$ cat src/sv/dtcb_pkg.sv
// shared types and constants of the depth tested character buffer
`default_nettype none

package dtcb_pkg;

    typedef logic [7:0]        char_t;
    typedef logic signed [31:0] depth_t;

    typedef enum logic [1:0] {
        REQ_WRITE     = 2'd0,
        REQ_CLEAR     = 2'd1,
        REQ_READ      = 2'd2,
        REQ_CLEAR_ALL = 2'd3
    } req_type_t;

    localparam int CFG_IDX_W  = 1;
    localparam int CFG_DATA_W = 8;

    localparam logic [CFG_IDX_W-1:0] REG_SCREEN_WIDTH  = 1'b0;
    localparam logic [CFG_IDX_W-1:0] REG_SCREEN_HEIGHT = 1'b1;

    localparam logic [7:0] WIDTH_RESET  = 8'd128;
    localparam logic [6:0] HEIGHT_RESET = 7'd64;

    localparam char_t  BLANK_CHAR  = 8'h20;
    localparam depth_t BLANK_DEPTH = 32'shFFFF0000;

    typedef struct packed {
        logic   empty;
        char_t  ch;
        depth_t depth;
    } entry_t;

    localparam entry_t BLANK_ENTRY = '{empty: 1'b1, ch: BLANK_CHAR, depth: BLANK_DEPTH};

    typedef struct packed {
        req_type_t req_type;
        char_t     new_char;
        depth_t    new_depth;
        logic      force_write;
        logic      bad_position;
    } cmd_t;

    typedef struct packed {
        logic   was_written;
        char_t  read_char;
        depth_t read_depth;
        logic   read_empty;
        logic   bad_position;
    } rsp_t;

endpackage

`default_nettype wire

$ cat src/sv/dtcb_ifs.sv
// request and result channel interfaces
`default_nettype none

interface dtcb_req_if import dtcb_pkg::*; ();
    logic      valid;
    logic      ready;
    req_type_t req_type;
    logic [6:0] pos_x;
    logic [5:0] pos_y;
    char_t     new_char;
    depth_t    new_depth;
    logic      force_write;

    modport source (
        output valid, req_type, pos_x, pos_y, new_char, new_depth, force_write,
        input  ready
    );
    modport sink (
        input  valid, req_type, pos_x, pos_y, new_char, new_depth, force_write,
        output ready
    );
endinterface


`default_nettype wire

$ cat src/sv/dtcb_front.sv
// front end: configuration registers, request acceptance, address and range check
`default_nettype none

module dtcb_front import dtcb_pkg::*; #(
    parameter int MAX_WIDTH  = 128,
    parameter int MAX_HEIGHT = 64,
    parameter int AW         = 13
) (
    input  logic                  clk,
    input  logic                  rst_n,
    dtcb_req_if.sink              req,
    input  logic                  cfg_wr_en,
    input  logic [CFG_IDX_W-1:0]  cfg_index,
    input  logic [CFG_DATA_W-1:0] cfg_wdata,
    input  logic                  init_busy,
    input  logic                  q_ready,
    output logic                  push,
    output cmd_t                  push_cmd,
    output logic [AW-1:0]         push_addr
);

    logic [7:0]  width_reg;
    logic [6:0]  height_reg;
    logic [31:0] used_w;
    logic [31:0] used_h;
    logic [31:0] lin;
    logic [31:0] last_addr;
    logic        bad;
    logic        clear_all;

    always_ff @(posedge clk or negedge rst_n)
    begin
        if (!rst_n)
        begin
            width_reg  <= WIDTH_RESET;
            height_reg <= HEIGHT_RESET;
        end
        else if (cfg_wr_en)
        begin
            case (cfg_index)
                REG_SCREEN_WIDTH:  width_reg  <= cfg_wdata;
                REG_SCREEN_HEIGHT: height_reg <= cfg_wdata[6:0];
                default:           ;
            endcase
        end
    end

    // saturate to the usable range
    always_comb
    begin
        used_w = 32'(width_reg);
        if (used_w == 32'd0)
            used_w = 32'd1;
        if (used_w > 32'(MAX_WIDTH))
            used_w = 32'(MAX_WIDTH);
        used_h = 32'(height_reg);
        if (used_h == 32'd0)
            used_h = 32'd1;
        if (used_h > 32'(MAX_HEIGHT))
            used_h = 32'(MAX_HEIGHT);
    end

    assign bad       = (32'(req.pos_x) >= used_w) || (32'(req.pos_y) >= used_h);
    assign lin       = 32'(req.pos_x) + 32'(req.pos_y) * used_w;
    assign last_addr = used_w * used_h - 32'd1;
    assign clear_all = (req.req_type == REQ_CLEAR_ALL);

    assign req.ready = q_ready && !init_busy;
    assign push      = req.valid && req.ready;

    always_comb
    begin
        push_cmd.req_type     = req.req_type;
        push_cmd.new_char     = req.new_char;
        push_cmd.new_depth    = req.new_depth;
        push_cmd.force_write  = req.force_write;
        push_cmd.bad_position = bad && !clear_all;
        // clear all carries the last address of the area to sweep
        push_addr = clear_all ? last_addr[AW-1:0] : lin[AW-1:0];
    end

endmodule

`default_nettype wire

$ cat src/flat_wrapper.sv
// flat-port wrapper written by rule: the top's interface ports become plain ports
module dtcb_front_flat import dtcb_pkg::*;
#(
    parameter int MAX_WIDTH  = 128,
    parameter int MAX_HEIGHT = 64,
    parameter int AW         = 13
)
  (clk, rst_n, cfg_wr_en, cfg_index, cfg_wdata, init_busy, q_ready, push, push_cmd, push_addr, req_valid, req_req_type, req_pos_x, req_pos_y, req_new_char, req_new_depth, req_force_write, req_ready);
  dtcb_req_if req_i ();
  input  logic clk;
  input  logic rst_n;
  input  logic cfg_wr_en;
  input  logic [CFG_IDX_W-1:0] cfg_index;
  input  logic [CFG_DATA_W-1:0] cfg_wdata;
  input  logic init_busy;
  input  logic q_ready;
  output logic push;
  output cmd_t push_cmd;
  output logic [AW-1:0] push_addr;
  input wire logic [$bits(req_i.valid)-1:0] req_valid;
  input wire logic [$bits(req_i.req_type)-1:0] req_req_type;
  input wire logic [$bits(req_i.pos_x)-1:0] req_pos_x;
  input wire logic [$bits(req_i.pos_y)-1:0] req_pos_y;
  input wire logic [$bits(req_i.new_char)-1:0] req_new_char;
  input wire logic [$bits(req_i.new_depth)-1:0] req_new_depth;
  input wire logic [$bits(req_i.force_write)-1:0] req_force_write;
  output wire logic [$bits(req_i.ready)-1:0] req_ready;
  assign req_i.valid = req_valid;
  assign req_i.req_type = req_req_type;
  assign req_i.pos_x = req_pos_x;
  assign req_i.pos_y = req_pos_y;
  assign req_i.new_char = req_new_char;
  assign req_i.new_depth = req_new_depth;
  assign req_i.force_write = req_force_write;
  assign req_ready = req_i.ready;
  dtcb_front #(.MAX_WIDTH(MAX_WIDTH), .MAX_HEIGHT(MAX_HEIGHT), .AW(AW)) u_core (.clk(clk), .rst_n(rst_n), .req(req_i), .cfg_wr_en(cfg_wr_en), .cfg_index(cfg_index), .cfg_wdata(cfg_wdata), .init_busy(init_busy), .q_ready(q_ready), .push(push), .push_cmd(push_cmd), .push_addr(push_addr));
endmodule
$ cat config.mk
export PLATFORM = sky130hd
export DESIGN_NAME = dtcb_front_flat
export DESIGN_NICKNAME = d
export VERILOG_FILES = /design/src/sv/dtcb_pkg.sv /design/src/sv/dtcb_ifs.sv /design/src/sv/dtcb_front.sv /design/src/flat_wrapper.sv
export SDC_FILE = /design/constraint.sdc
export NUM_CORES = 1
export LEC_CHECK = 0
export ABC_CLOCK_PERIOD_IN_PS = 6300
export CAP_MARGIN = 20
export CORE_AREA = 2 2 116 118
export CTS_CLUSTER_SIZE = 8
export DETAILED_ROUTE_END_ITERATION = 10
export DIE_AREA = 0 0 118 120
export DONT_BUFFER_PORTS = 1
export PLACE_DENSITY = 0.58
export SYNTH_ARGS = -nofsm -noshare
export SYNTH_HDL_FRONTEND = slang
export SYNTH_SLANG_ARGS = --single-unit
$ cat constraint.sdc
create_clock -name clk -period 6.3 [get_ports clk]
set_input_delay 0.315 -clock clk [delete_from_list [all_inputs] [get_ports clk]]
set_output_delay 0.315 -clock clk [all_outputs]
set_load 0.01 [all_outputs]
# After elaboration in Yosys (flattened, before gate mapping)
# Cells that the tools add are included.
# totals
input_bits	71
word_cells	27
out_inout_bits	59
register_bits	15
# op_classes
bitwise	1
n_lt_le_gt_ge	4
addsub	2
reduce_logical	10
eq_ne	1
mul	2
mux	5
# ops
op	n
2-to-1 mux 8 bit	2
2-to-1 mux 7 bit	2
adder 7 x 13 -> 13 bit	1
multiplier 6 x 8 -> 13 bit	1
multiplier 8 x 7 -> 13 bit	1
2-to-1 mux 13 bit	1
subtractor 13 x 1 -> 13 bit, second input constant	1
>= comparator 7 x 8 -> 1 bit	1
> comparator 8 bit, second input constant	1
zero test 8 bit	1
>= comparator 6 x 7 -> 1 bit	1
> comparator 7 bit, second input constant	1
zero test 7 bit	1
AND reduction 2 bit	2
logical AND 1 bit	3
equality test 2 bit, second input constant	1
zero test 1 bit	2
logical OR 1 bit	1
NOT 1 bit	1

# Logic depth before layout (Yosys ltp)
# logic_depth
depth_word	7
ltp_mapped	21
mapped_depth_nobuf	20

# Worst setup path before layout
# Ideal clock, no wire load.
# synth_path
path_kind	register to output
startpoint	register u_core.width_reg[2]
endpoint	output port push_addr[11]
path_buffers	1
arrival_time_ns	4.676
stages_incl_launch_ff	21
setup_slack_ns	1.309
required_time_ns	5.985
cell_sequence	dfrtp_1 -> nor4_1 -> a21oi_1 -> or2_1 -> clkbuf_1 -> inv_2 -> nand2_1 -> fa_1 -> fa_1 -> inv_1 -> fa_1 -> inv_1 -> fa_1 -> inv_1 -> ha_1 -> o21ai_0 -> o21ai_1 -> a211oi_2 -> o31ai_1 -> xnor2_1 -> mux2i_1
# synth_between
elab_chain_len	7
elab_cells_between_ends	9
cone_classes	add/sub: 2; mul: 2; order compare: 1; mux: 3; reduce/logical: 1
# synth_rtl
item	line	source
start, declared	dtcb_front.sv:22	logic [7:0] width_reg;
start signal, assigned	dtcb_front.sv:41	REG_SCREEN_WIDTH: width_reg <= cfg_wdata;
zero test 8 bit	dtcb_front.sv:52	if (used_w == 32'd0)
2-to-1 mux 8 bit (*)	dtcb_front.sv:52	
> comparator 8 bit	dtcb_front.sv:54	if (used_w > 32'(MAX_WIDTH))
2-to-1 mux 8 bit (*)	dtcb_front.sv:54	
multiplier 6 x 8 -> 13 bit / multiplier 8 x 7 -> 13 bit (equally long branches)	dtcb_front.sv:64, dtcb_front.sv:65	
adder 7 x 13 -> 13 bit / subtractor 13 x 1 -> 13 bit (equally long branches)	dtcb_front.sv:64, dtcb_front.sv:65	
2-to-1 mux 13 bit (*)	dtcb_front.sv:79	push_addr = clear_all ? last_addr[AW-1:0] : lin[AW-1:0];
end, declared	flat_wrapper.sv:19	output logic [AW-1:0] push_addr;
# Mark *: on every way between the ends. The rest lies on a longest branch, timed or not.

# Worst setup path in the final report
# layout_path
startpoint	register u_core.width_reg[2]
endpoint	output port push_addr[12]
# The elaborated chain is that of the path after synthesis.

==> flow_summary_export.csv <==
group,metric,value,unit
run_status,status,"finished clean",
power_and_ir_drop,powerDensity,419,nW/um2
global_route,antenna_found_initial,0,
yosys,synth_seq_cells,15,
cts,clockBufferDepth,2,
critical_path,worstPathRequired,5.98,ns
floorplan,die_y,120,um
critical_path,cp-startpoint,"u_core.width_reg[2]",
drt,wl_per_cell,15.0,um
sta,fin_skew,0,ns
layout,layout-drive-gt1-share,0.0690,
power_and_ir_drop,ir_drop,0.200,mV
sta,fin_tns_setup,0,ns
global_route,grt_pass1_wl,18.0,mm
layout,layout.nets,727,
sta,worst_pin_slew,0.885,ns
floorplan,start_util,0.377,
critical_path,path_class,"flip-flop to primary output",
yosys,synth_cells,571,
placed_design,portBuffers,0,
global_route,grt_overflow_total,0,
critical_path,cp.arrival,5.41,ns
layout,finish.instance_area,4850,um2
cts,cts_resized,0,
sta,setup_viol,0,
sta,max-slew-margin-rel,0.409,
drt,antenna_left,0,
drt,drt-initial-drc-count,132,
sta,maxSlewViolCount,0,
cts,htree_num_levels,1,
yosys,ys_seq_area_frac,0.0772,
cts,hold_buffers,1,
yosys,async_flop_share,1.00,
critical_path,crit_end,"push_addr[12]",
critical_path,rr_worst_depth,2,
sta,final_hold_viol_count,0,
drt,drc,0,
cts,cts.sinks,15,
cts,clock_latency,0.24,ns
layout,final_cell_mix,"inv_1 (101), ha_1 (71), fa_1 (62), nor2_1 (56), nand2_1 (40)",
floorplan,io_pins,130,
floorplan,die_w,118,um
critical_path,r2r_end,"u_core.width_reg[7]",
critical_path,crit_path_end_kind,"primary output",
yosys,synth_nets,775,
critical_path,start_kind,"flip-flop",
drt,vias,3483,
yosys,synth_top_flop_cell,"dfrtp_1",
placed_design,hpwl,8.93,mm
yosys,syn_area_per_cell,8.57,um2
drt,drtPass1Iterations,4,
critical_path,critPathMaxFanout,9,
global_route,grt_use_total,0.155,
sta,fin_crit,5.72,ns
drt,avgViaCountPerCell,4.99,
critical_path,worst_r2r_startpoint,"u_core.width_reg[7]",
yosys,synth_edf_count,0,
layout,largest_reg_flops,8,
global_route,grt_max_degree,21,
sta,hold_slack,0.180,ns
power_and_ir_drop,p_leak,2.50,nW
drt,finalWirelength,10.4,mm
yosys,synth.distinct_cells,47,
sta,fin_crit_sh,0.908,
cts,cts_tree,"yes",
placed_design,placed_cell_area,4760,um2
min_path,min_path_type,"input port to flip-flop",
floorplan,fp.coreArea,13000,um2
critical_path,rrSetupSlack,5.16,ns
min_path,hold_depth,2,
layout,syn_to_final_growth,-0.946,%
global_route,grt_pass1_vias,3664,
floorplan,rows,42,
placed_design,gp_congestion,0.835,
yosys,syn_area,4890,um2
layout,diodes,0,
sta,clock.fmax,0.175,GHz
cts,ctsRootBufferMaster,"clkbuf_16",
cts,numCtsBuffers,3,
cts,clkTransAtPathRegs,0.05,ns
cts,cts_setup_buffers,0,
floorplan,design.die.area,14200,um2
layout,final_common_cell,"inv_1",
flow_run,maxCapViolCount,0,
yosys,yosysWarnings,0,
power_and_ir_drop,finalPower,2.03,mW
sta,rsz0062_at_grt,"no",
where the power goes:
| group | internal, mW | total (mW) | switching [mW] |
|---|---|---|---|
| clock | 0.0845 | 0.122 | 0.0371 |
| sequential | 0.113 | 0.128 | 0.0160 |
| combinational | 0.725 | 1.78 | 1.06 |
logic make-up (layout without fill, tap and decap cells):
logic type / after synthesis / count (layout) / share of synthesized area
buffers and inverters: 161 / 112 / 0.156
AOI/OAI and AO/OA: 63 / 63 / 0.0918
adders and majority gates: 133 / 133 / 0.435
muxes: 21 / 21 / 0.0483
xor gates and xnor gates: 25 / 25 / 0.0447
DFF: 15 / 15 / 0.0772
and+or+nand+nor: 153 / 153 / 0.146
final cells by class:
type,count,area (um2)
flip-flops and latches,15,378
repair buffers,3,25.0
clock inverters,1,5.00
well taps,176,220
fillers,1366,8130
clock buffers,3,75.1
multi-input cells,395,3750
inverters,105,394
synth_stat cells, types with 6 or more instances:
cell      number  area share
xnor2_1       14       0.025
xor2_1        11       0.020
nor2b_1       12       0.015
clkbuf_1      13       0.010
mux2_2        17       0.039
o21ai_0        8      0.0082
fa_1          62        0.25
nand2_1       40       0.031
and2_1        30       0.038
inv_1        101       0.077
o21ai_1        6      0.0061
nand2b_1       7      0.0089
ha_1          71        0.18
buf_4         43       0.066
dfrtp_1       13       0.066
a21oi_1       13       0.013
nor2_1        56       0.043
per-layer routing:
layer  GRT usage  vias to the layer above  part of all wire
met3      0.0280                        9             0.086
met2       0.265                      115              0.47
met4      0.0414                        0             0.017
met5           0                        -                 0
met1       0.202                     1700              0.43
li1            -                     1659                 -
worst min path at each step:
stage | startpoint | end | slack (ns)
after floorplan | rst_n | u_core.height_reg[0] | 0.02
after global placement | rst_n | u_core.height_reg[3] | 0.02
after detailed placement | rst_n | u_core.height_reg[3] | 0.02
after CTS | cfg_wdata[7] | u_core.width_reg[7] | 0.17
after global routing | cfg_wdata[7] | u_core.width_reg[7] | 0.18
final | cfg_wdata[7] | u_core.width_reg[7] | 0.18
worst max-delay path, cell delays in order (launching register included):
cell and delay, ns:
dfrtp_1 0.39, nor4_1 0.27, a21oi_1 0.10, or2_1 0.33, inv_2 0.20, nand2_1 0.10
fa_1 0.52, fa_1 0.54, inv_1 0.05, fa_1 0.52, inv_1 0.05, fa_1 0.50
inv_1 0.04, ha_1 0.32, o211ai_1 0.10, o21ai_1 0.28, o21ai_1 0.15, a21oi_1 0.20
xnor2_1 0.12, mux2i_1 0.36
metrics by stage:
stage,util,cells,setup WS [ns]
final,0.374,698,0.579
after global routing,0.374,698,0.232
after CTS,0.374,698,0.559
after detailed placement,0.367,693,0.843
after global placement,0.367,693,0.869
after floorplan,-,571,1.31
No activity file was read; power rests on OpenSTA's default activity.
