==> src/sv/dtcb_pkg.sv <==
// shared types and constants of the depth tested character buffer
`default_nettype none

package dtcb_pkg;

    typedef logic [7:0]        char_t;
    typedef logic signed [31:0] depth_t;

    typedef enum logic [1:0] {
        REQ_WRITE     = 2'd0,
        REQ_CLEAR     = 2'd1,
        REQ_READ      = 2'd2,
        REQ_CLEAR_ALL = 2'd3
    } req_type_t;

    localparam int CFG_IDX_W  = 1;
    localparam int CFG_DATA_W = 8;

    localparam logic [CFG_IDX_W-1:0] REG_SCREEN_WIDTH  = 1'b0;
    localparam logic [CFG_IDX_W-1:0] REG_SCREEN_HEIGHT = 1'b1;

    localparam logic [7:0] WIDTH_RESET  = 8'd128;
    localparam logic [6:0] HEIGHT_RESET = 7'd64;

    localparam char_t  BLANK_CHAR  = 8'h20;
    localparam depth_t BLANK_DEPTH = 32'shFFFF0000;

    typedef struct packed {
        logic   empty;
        char_t  ch;
        depth_t depth;
    } entry_t;

    localparam entry_t BLANK_ENTRY = '{empty: 1'b1, ch: BLANK_CHAR, depth: BLANK_DEPTH};

    typedef struct packed {
        req_type_t req_type;
        char_t     new_char;
        depth_t    new_depth;
        logic      force_write;
        logic      bad_position;
    } cmd_t;

    typedef struct packed {
        logic   was_written;
        char_t  read_char;
        depth_t read_depth;
        logic   read_empty;
        logic   bad_position;
    } rsp_t;

endpackage

`default_nettype wire

==> src/sv/dtcb_queue.sv <==
// two-entry queue between front and back end
`default_nettype none

module dtcb_queue import dtcb_pkg::*; #(
    parameter int AW = 13
) (
    input  logic          clk,
    input  logic          rst_n,
    input  logic          push,
    input  cmd_t          push_cmd,
    input  logic [AW-1:0] push_addr,
    output logic          ready,
    output logic          valid,
    input  logic          pop,
    output cmd_t          pop_cmd,
    output logic [AW-1:0] pop_addr
);

    cmd_t          slot_cmd_reg  [2];
    logic [AW-1:0] slot_addr_reg [2];
    logic          wr_ptr_reg;
    logic          wr_ptr_next;
    logic          rd_ptr_reg;
    logic          rd_ptr_next;
    logic [1:0]    count_reg;
    logic [1:0]    count_next;

    assign ready    = (count_reg != 2'd2);
    assign valid    = (count_reg != 2'd0);
    assign pop_cmd  = slot_cmd_reg[rd_ptr_reg];
    assign pop_addr = slot_addr_reg[rd_ptr_reg];

    always_comb
    begin
        wr_ptr_next = push ? !wr_ptr_reg : wr_ptr_reg;
        rd_ptr_next = pop ? !rd_ptr_reg : rd_ptr_reg;
        count_next  = count_reg + 2'(push) - 2'(pop);
    end

    always_ff @(posedge clk)
    begin
        if (push)
        begin
            slot_cmd_reg[wr_ptr_reg]  <= push_cmd;
            slot_addr_reg[wr_ptr_reg] <= push_addr;
        end
    end

    always_ff @(posedge clk or negedge rst_n)
    begin
        if (!rst_n)
        begin
            wr_ptr_reg <= 1'b0;
            rd_ptr_reg <= 1'b0;
            count_reg  <= 2'd0;
        end
        else
        begin
            wr_ptr_reg <= wr_ptr_next;
            rd_ptr_reg <= rd_ptr_next;
            count_reg  <= count_next;
        end
    end

endmodule

`default_nettype wire

==> config.mk <==
export PLATFORM = sky130hd
export DESIGN_NAME = dtcb_queue
export DESIGN_NICKNAME = d
export VERILOG_FILES = /design/src/sv/dtcb_pkg.sv /design/src/sv/dtcb_queue.sv
export SDC_FILE = /design/constraint.sdc
export NUM_CORES = 1
export LEC_CHECK = 0
export BUFFER_PORTS_ARGS = -buffer_cell sky130_fd_sc_hd__buf_2
export CAP_MARGIN = 0
export CORE_ASPECT_RATIO = 1.75
export CORE_UTILIZATION = 42
export DETAILED_ROUTE_END_ITERATION = 7
export GPL_TIMING_DRIVEN = 0
export PLACE_DENSITY_LB_ADDON = 0.05
export SLEW_MARGIN = 20
export SYNTH_ARGS = -nofsm -noshare
export SYNTH_HDL_FRONTEND = slang
export SYNTH_SLANG_ARGS = --single-unit
==> constraint.sdc <==
create_clock -name clk -period 4.65 [get_ports clk]
set_clock_uncertainty 0.2 [all_clocks]
set_input_delay 0.93 -clock clk [delete_from_list [all_inputs] [get_ports clk]]
set_output_delay 0.93 -clock clk [all_outputs]
set_load 0.005 [all_outputs]
After elaboration in Yosys (flattened, before gate mapping):

Memory sizes are Yosys's and may differ from the RTL's.
Index checks and enable logic that the tools add are counted.

* register bits after elaboration: 4
* bits in writable memories: 114
* input port bits: 61
* output and inout port bits: 59
* word-level logic and storage cells: 13
* memories: 2

* add/subtract/negate cells: 2
* eq/ne operators: 1
* multiplexer cells: 2
* reduce and logical (&&, ||, !) cells: 3

Memories
* slot_cmd_reg: words 2, width 44, read ports 1, clocked after memory_dff 0, write ports 1, line dtcb_queue.sv:19 `cmd_t slot_cmd_reg [2];`
* slot_addr_reg: words 2, width 13, read ports 1, clocked after memory_dff 0, write ports 1, line dtcb_queue.sv:20 `logic [AW-1:0] slot_addr_reg [2];`

Operators by type and width (count)
* $add A2 B1 Y2: 1
* $logic_not A1 Y1: 2
* $mux W1: 2
* $ne A2 B2 Y1 const B: 1
* $reduce_bool A2 Y1: 1
* $sub A2 B1 Y2: 1

Logic depth before layout (Yosys ltp):

Gate-level depths: netlist of the first run.

* word-level depth: 2
* depth in mapped cells: 5
* gate-level depth less buffers: 5

Least setup slack after synthesis of the first run:

No wires, ideal clock.

* path kind: input to register
* from: input push
* to: memory slot_addr_reg[0][0] (enable)
* library setup time: 0.479 ns
* arrival: 3.445 ns
* slack: 0.526 ns
* stages on the path: 1
* path through: nor2b_1

* cells in the longest elaborated chain, start to end: 2

Ends and longest elaborated chain
* from (decl): line dtcb_queue.sv:9 `input logic push,`
* $mux W1: line dtcb_queue.sv:42 `if (push)`
* $mux W1 (not written as such): line dtcb_queue.sv:45 `slot_addr_reg[wr_ptr_reg] <= push_addr;`
* to (decl): line dtcb_queue.sv:20

No other way between the ends.

==> results of run 1 <==
[logic make-up after synthesis]
group         count (synthesis)  share of synthesized area, %
buf+inv                       8                          1.28
fa+ha+maj                     2                         0.570
simple gates                  4                         0.571
flops                       118                          80.3
mux                          57                          16.3
xor+xnor                      3                         0.941
[final cells by class]
cell class                 instances  area, sq um  area share, %
sequential                       118         3520           61.2
buffer                             6         48.8          0.847
tap                              127          159           2.76
inverter                           2         7.51          0.130
timing repair buffer             122          656           11.4
multi-input combinational         66          818           14.2
clock inverter                    12          111           1.93
clock buffer                      20          437           7.58
[worst register-to-register path: cells and delay by family (launching register included)]
family	cells	cell delay, ps
flip-flops	1	430
AND/OR/NAND/NOR	1	440
buffers and inverters	1	260
[placed cells by master (no fill, tap or decap), types with 3 or more instances in the layout]
cell | synthesis | final
clkbuf_1 | 0 | 3
buf_12 | 0 | 3
clkinv_1 | 0 | 4
clkinv_2 | 0 | 4
mux2_2 | 37 | 37
buf_6 | 3 | 3
edfxtp_1 | 114 | 114
clkbuf_16 | 0 | 17
mux2_4 | 20 | 20
dfrtp_1 | 4 | 4
buf_2 | 3 | 122
[worst paths after layout]
| kind | depth (start not counted) | end | from |
|---|---|---|---|
| worst max-delay path | 4 | pop_cmd[16] | rd_ptr_reg |
| worst min-delay path | 1 | count_reg[1] | rst_n |
| worst max register to register | 2 | slot_cmd_reg[1][24] | wr_ptr_reg |
| worst min register to register | 1 | wr_ptr_reg | wr_ptr_reg |
| max in group asynchronous | 1 | wr_ptr_reg | rst_n |
| min in group clk | 1 | wr_ptr_reg | wr_ptr_reg |
[layer usage]
layer,track usage (%),vias to the layer above
li1,-,1047
met4,6.97,0
met2,25.8,83
met5,0,-
met3,7.02,7
met1,15.4,1097
[through the flow]
stage	power [mW]	instance area [sq um]	util [%]	hold WS, ps	setup slack, ps
final	3.61	5760	56.3	124	1870
after floorplan	2.07	4390	-	255	526
after CTS	3.67	5760	56.3	108	1820
after global routing	3.79	5760	56.3	106	1780
after detailed placement	2.46	5210	50.9	359	2260
after global placement	2.43	5140	50.2	269	-1280
[report_power, final]
group	total (mW)	switching, mW	internal, mW
Combinational	0.938	0.421	0.517
Sequential	1.47	0.0569	1.41
Clock	1.20	0.425	0.776
==> key figures, run 1 <==
Yosys
  – Ys async rst share: 3.39%
  – Synth top area cells: edfxtp_1, mux2_2, mux2_4
  – Synth Instances: 192
  – Mean Syn Cell Area: 22.9 sq um
  – Share of the synthesized area in the top cell type: 78.0%
  – Post-synth EDFFs: 114
  – Synth cell count leaders: edfxtp_1, mux2_2, mux2_4
  – Synth area leader: edfxtp_1
  – Post-synth top flop: edfxtp_1
  – Seq/Total Area, Yosys: 80.3%
  – Count leader, synth: edfxtp_1
  – Yosys warnings: 0
  – Syn nets: 255
  – #FFs+latches synth: 118
  – Netlist cell types: 14
  – Cell area after synthesis: 0.00439 sq mm

Routing
  – DRC: 0
  – Drt via density: 4.72
  – WL final: 7.58 mm
  – Via Count: 2234
  – ANT nets after route: 0
  – Wirelength per Cell: 16.0 um
  – Drt pass-1 iters: 4
  – DR WL met2: 4.26 mm
  – First-iteration detailed-routing DRC count: 110
  – Top Metal Used: met4
  – Met1 wire length: 2.77 mm
  – Met3 WL: 476 um

STA
  – Minimum clock period: 2780 ps
  – Final setup vio count: 0
  – Rel. slew slack: 69.6%
  – Fmax: 360 MHz
  – Fin. max-slew vios: 0
  – RSZ-0062 raised after global routing: no
  – Least-Margin Pin Slew: 456 ps
  – Crit share post-route: 59.8%
  – Fin. Hold Viols: 0
  – Setup TNS: 0 ps

Die
  – Row Count: 49
  – Area of the die: 0.0109 sq mm
  – Core area: 0.0102 sq mm
  – Die boundary height: 137 um
  – DIE WIDTH: 79.3 um
  – # IOs: 120
  – Initial Util: 42.9%

Cells and area
  – Layout cells sized above 1: 61.6%
  – P&R area growth vs syn: 31.3%
  – Layout Cells excl Fill: 473
  – Total Nets Final: 396
  – Fillers: 832
  – Max reg flops: 88
  – Number of diodes: 0

CTS
  – H-tree depth: 4
  – Post-CTS Hold Buffers: 0
  – Post-CTS Setup Bufs: 0
  – Clk slew on worst S/H paths: 50 ps
  – Total CTS buffers: 17
  – Max Buffers Root-to-Sink: 2
  – Cts repair resizes: 0
  – CTS tree: yes
  – Root buffer cell: clkbuf_16
  – Clock latency on the worst-skew pair: 390 ps
  – CTS Sinks: 118

Placed design
  – PortBufs: 119
  – Placed Cells: 441
  – RePlAce Congestion: 0.653
  – Final HPWL DP: 5.01 mm

Critical path
  – Crit Path Max Fanout: 10
  – CP required: 3520 ps
  – Critical path's largest stage delay: 420 ps
  – FF-to-FF setup slack: 2990 ps
  – Crit path kind: reg2out
  – Crit path launch type: register
  – CP arrival: 1650 ps
  – CP Buf/Inv Count: 3
  – Most frequent CP cell: buf_6
  – Cells along the critical path: buf_6, buf_6, mux2_4, buf_2
  – Delay-heaviest family, CP: buffers and inverters
  – Crit-path slowest cell: dfrtp_1
  – CP Capture Type: primary output

Global route
  – Initial antenna violation count: 0
  – GR Util All Layers: 15.1%
  – Vias in the first global route: 2391
  – Largest net degree at the start of global routing: 32
  – First-pass GRT wire length: 11.6 mm
  – GRT Residual Overflow: 0

Pwr
  – Leak pwr: 2.28 nW
  – Worst VDD drop: 0.310 mV
  – Pwr dens: 626 mW/mm^2

Worst hold path
  – Hold Path Class: in2async

Status
  – Status: finished clean

Run
  – Max-Cap Viols: 0
Note: power is estimated with default switching activity, not from simulation.
==> run 2: changes to the inputs <==
==> constraint.sdc (replaced) <==
create_clock -name clk -period 2.3 [get_ports clk]
set_clock_uncertainty 0.2 [all_clocks]
set_input_delay 0.46 -clock clk [delete_from_list [all_inputs] [get_ports clk]]
set_output_delay 0.46 -clock clk [all_outputs]
set_load 0.005 [all_outputs]
==> run 2 against run 1 <==
  * Sequential power increased by 100%
  * Design area up 0.93%
  * Wire length fell by 3.7%
  * Sequential cell count did not move
  * Die area did not move
  * Critical path depth fell by 1
  * Sequential share of layout area is 0.57 points lower
  * Critical path type unchanged
  * Critical endpoint is now pop_cmd[36]
  * Highest routed layer unchanged
==> key figures, run 2 (synthesized netlist as in run 1, its figures left out) <==
Critical path
  – CP arrival: 1570 ps
  – FF-to-FF setup slack: 500 ps
  – Crit path launch type: register
  – Reg2reg end: slot_cmd_reg[0][26]
  – Crit path launch: rd_ptr_reg
  – Crit path kind: reg2out
  – CP Capture Type: primary output
  – Worst r2r path cells: 2
  – Crit Path Max Fanout: 10
  – Reg2reg start: wr_ptr_reg
  – CP required: 1640 ps

Pwr
  – Pwr dens: 1260 mW/mm^2
  – Worst VDD drop: 0.728 mV
  – Clock Power Share: 32.2%
  – Sequential power share: 40.5%
  – Int Power: 5.56 mW
  – Pwr Total: 7.33 mW
  – Combinational Power Share: 27.3%
  – Leak pwr: 2.31 nW
  – NetSw: 1.77 mW
  – Sw frac: 24.1%

Routing
  – Drt pass-1 iters: 4
  – Drt via density: 4.68
  – WL final: 7.30 mm
  – First-iteration detailed-routing DRC count: 46
  – Via Count: 2238
  – ANT nets after route: 0
  – DRC: 0
  – Wirelength per Cell: 15.3 um

Cells and area
  – Number of diodes: 0
  – Post-Layout Inst Area: 0.00581 sq mm
  – Max reg flops: 88
  – Layout Cells excl Fill: 478
  – Most frequent cells in the layout: buf_2, edfxtp_1, mux2_2, mux2_4, clkbuf_16
  – Total Nets Final: 403
  – P&R area growth vs syn: 32.5%
  – Layout cells sized above 1: 61.3%
  – Most common cell after layout, fill and taps aside: buf_2

CTS
  – Root buffer cell: clkbuf_16
  – CTS Sinks: 118
  – Clock latency on the worst-skew pair: 390 ps
  – Clk slew on worst S/H paths: 50 ps
  – Max Buffers Root-to-Sink: 2
  – CTS tree: yes
  – Total CTS buffers: 17
  – H-tree depth: 4

Global route
  – Vias in the first global route: 2397
  – First-pass GRT wire length: 11.2 mm
  – GR Util All Layers: 14.3%
  – GRT Residual Overflow: 0
  – Largest net degree at the start of global routing: 36
  – Initial antenna violation count: 0

Status
  – Status: finished clean

Die
  – # IOs: 120
  – Initial Util: 42.9%
  – Die boundary height: 137 um
  – DIE WIDTH: 79.3 um
  – Core area: 0.0102 sq mm
  – Area of the die: 0.0109 sq mm
  – Row Count: 49

STA
  – Fin. max-slew vios: 0
  – Least-Margin Pin Slew: 708 ps
  – Fin. Hold Viols: 0
  – Final setup vio count: 0
  – RSZ-0062 raised after global routing: yes
  – Setup TNS: 0 ps
  – Minimum clock period: 2230 ps
  – Crit share post-route: 97.0%
  – WHS: 55.0 ps
  – Rel. slew slack: 52.7%
  – Fmax: 448 MHz

Worst hold path
  – Hold Crit Start: push_cmd[39]
  – Hold Path Class: in2reg
  – Hold-critical path depth: 1
  – Hold Path End: slot_cmd_reg[0][39]

Placed design
  – Final HPWL DP: 5.01 mm
  – RePlAce Congestion: 0.667
  – Placed Cells: 441
  – PortBufs: 119
  – Dpl cell area: 0.00522 sq mm

Run
  – Max-Cap Viols: 0
[run 2: cell types whose count changed in the layout (fill, tap and decap cells not counted), moves of 2 or more]
cell      delta
buf_4        +6
clkbuf_1     +3
buf_6        -2
buf_8        +2
clkinv_2     -2
[run 2: worst max-delay path by stage]
stage,end,slack [ps],cells past startpoint
2_1_floorplan,slot_addr_reg[0][0],340,1
3_3_place_gp,slot_cmd_reg[0][32],-360,2
3_5_place_dp,slot_cmd_reg[0][32],240,3
4_1_cts,pop_cmd[25],10,4
5_1_grt,pop_cmd[39],-20,3
6_report,pop_cmd[36],70,3
[run 2: routing by layer]
metal / track usage (%) / routed length (um)
met1: 14.9 / 2780
met2: 25.2 / 3960
met3: 4.77 / 412
met4: 7.07 / 146
met5: 0 / 0
[run 2: timing repair]
item	CTS	global route
hold buffers	1	0
hold endpoints to repair	4	0
setup buffers	0	6
endpoints found under the setup margin	0	39
resized for setup	0	3
[run 2: worst max-delay path, cell delays in order (launching register included)]
cell and delay (ps):
dfrtp_1 380, buf_2 290, mux2_2 370, buf_2 140
[run 2: final cells by class]
class / instances / area, sq um
fill: 807 / 4420
sequential: 118 / 3520
multi-input combinational: 66 / 818
timing repair buffer: 129 / 718
clock buffer: 23 / 448
tap: 127 / 159
clock inverter: 7 / 81.3
buffer: 6 / 58.8
inverter: 2 / 7.51
[run 2: per-stage QoR]
| stage | utilization, % | setup slack (ps) |
|---|---|---|
| 5_1_grt | 56.8 | -16.5 |
| 2_1_floorplan | - | 342 |
| 6_report | 56.8 | 69.6 |
| 3_5_place_dp | 51.0 | 244 |
| 3_3_place_gp | 50.3 | -356 |
| 4_1_cts | 56.3 | 13.4 |
[run 2: power by group through the flow]
stage / sequential [mW] / clock [mW] / combinational, mW
2_1_floorplan: 2.99 / 0 / 1.18
3_3_place_gp: 3.01 / 0 / 1.88
3_5_place_dp: 3.01 / 0 / 1.96
4_1_cts: 2.97 / 2.42 / 1.97
5_1_grt: 3.01 / 2.51 / 2.19
6_report: 2.97 / 2.36 / 2.00
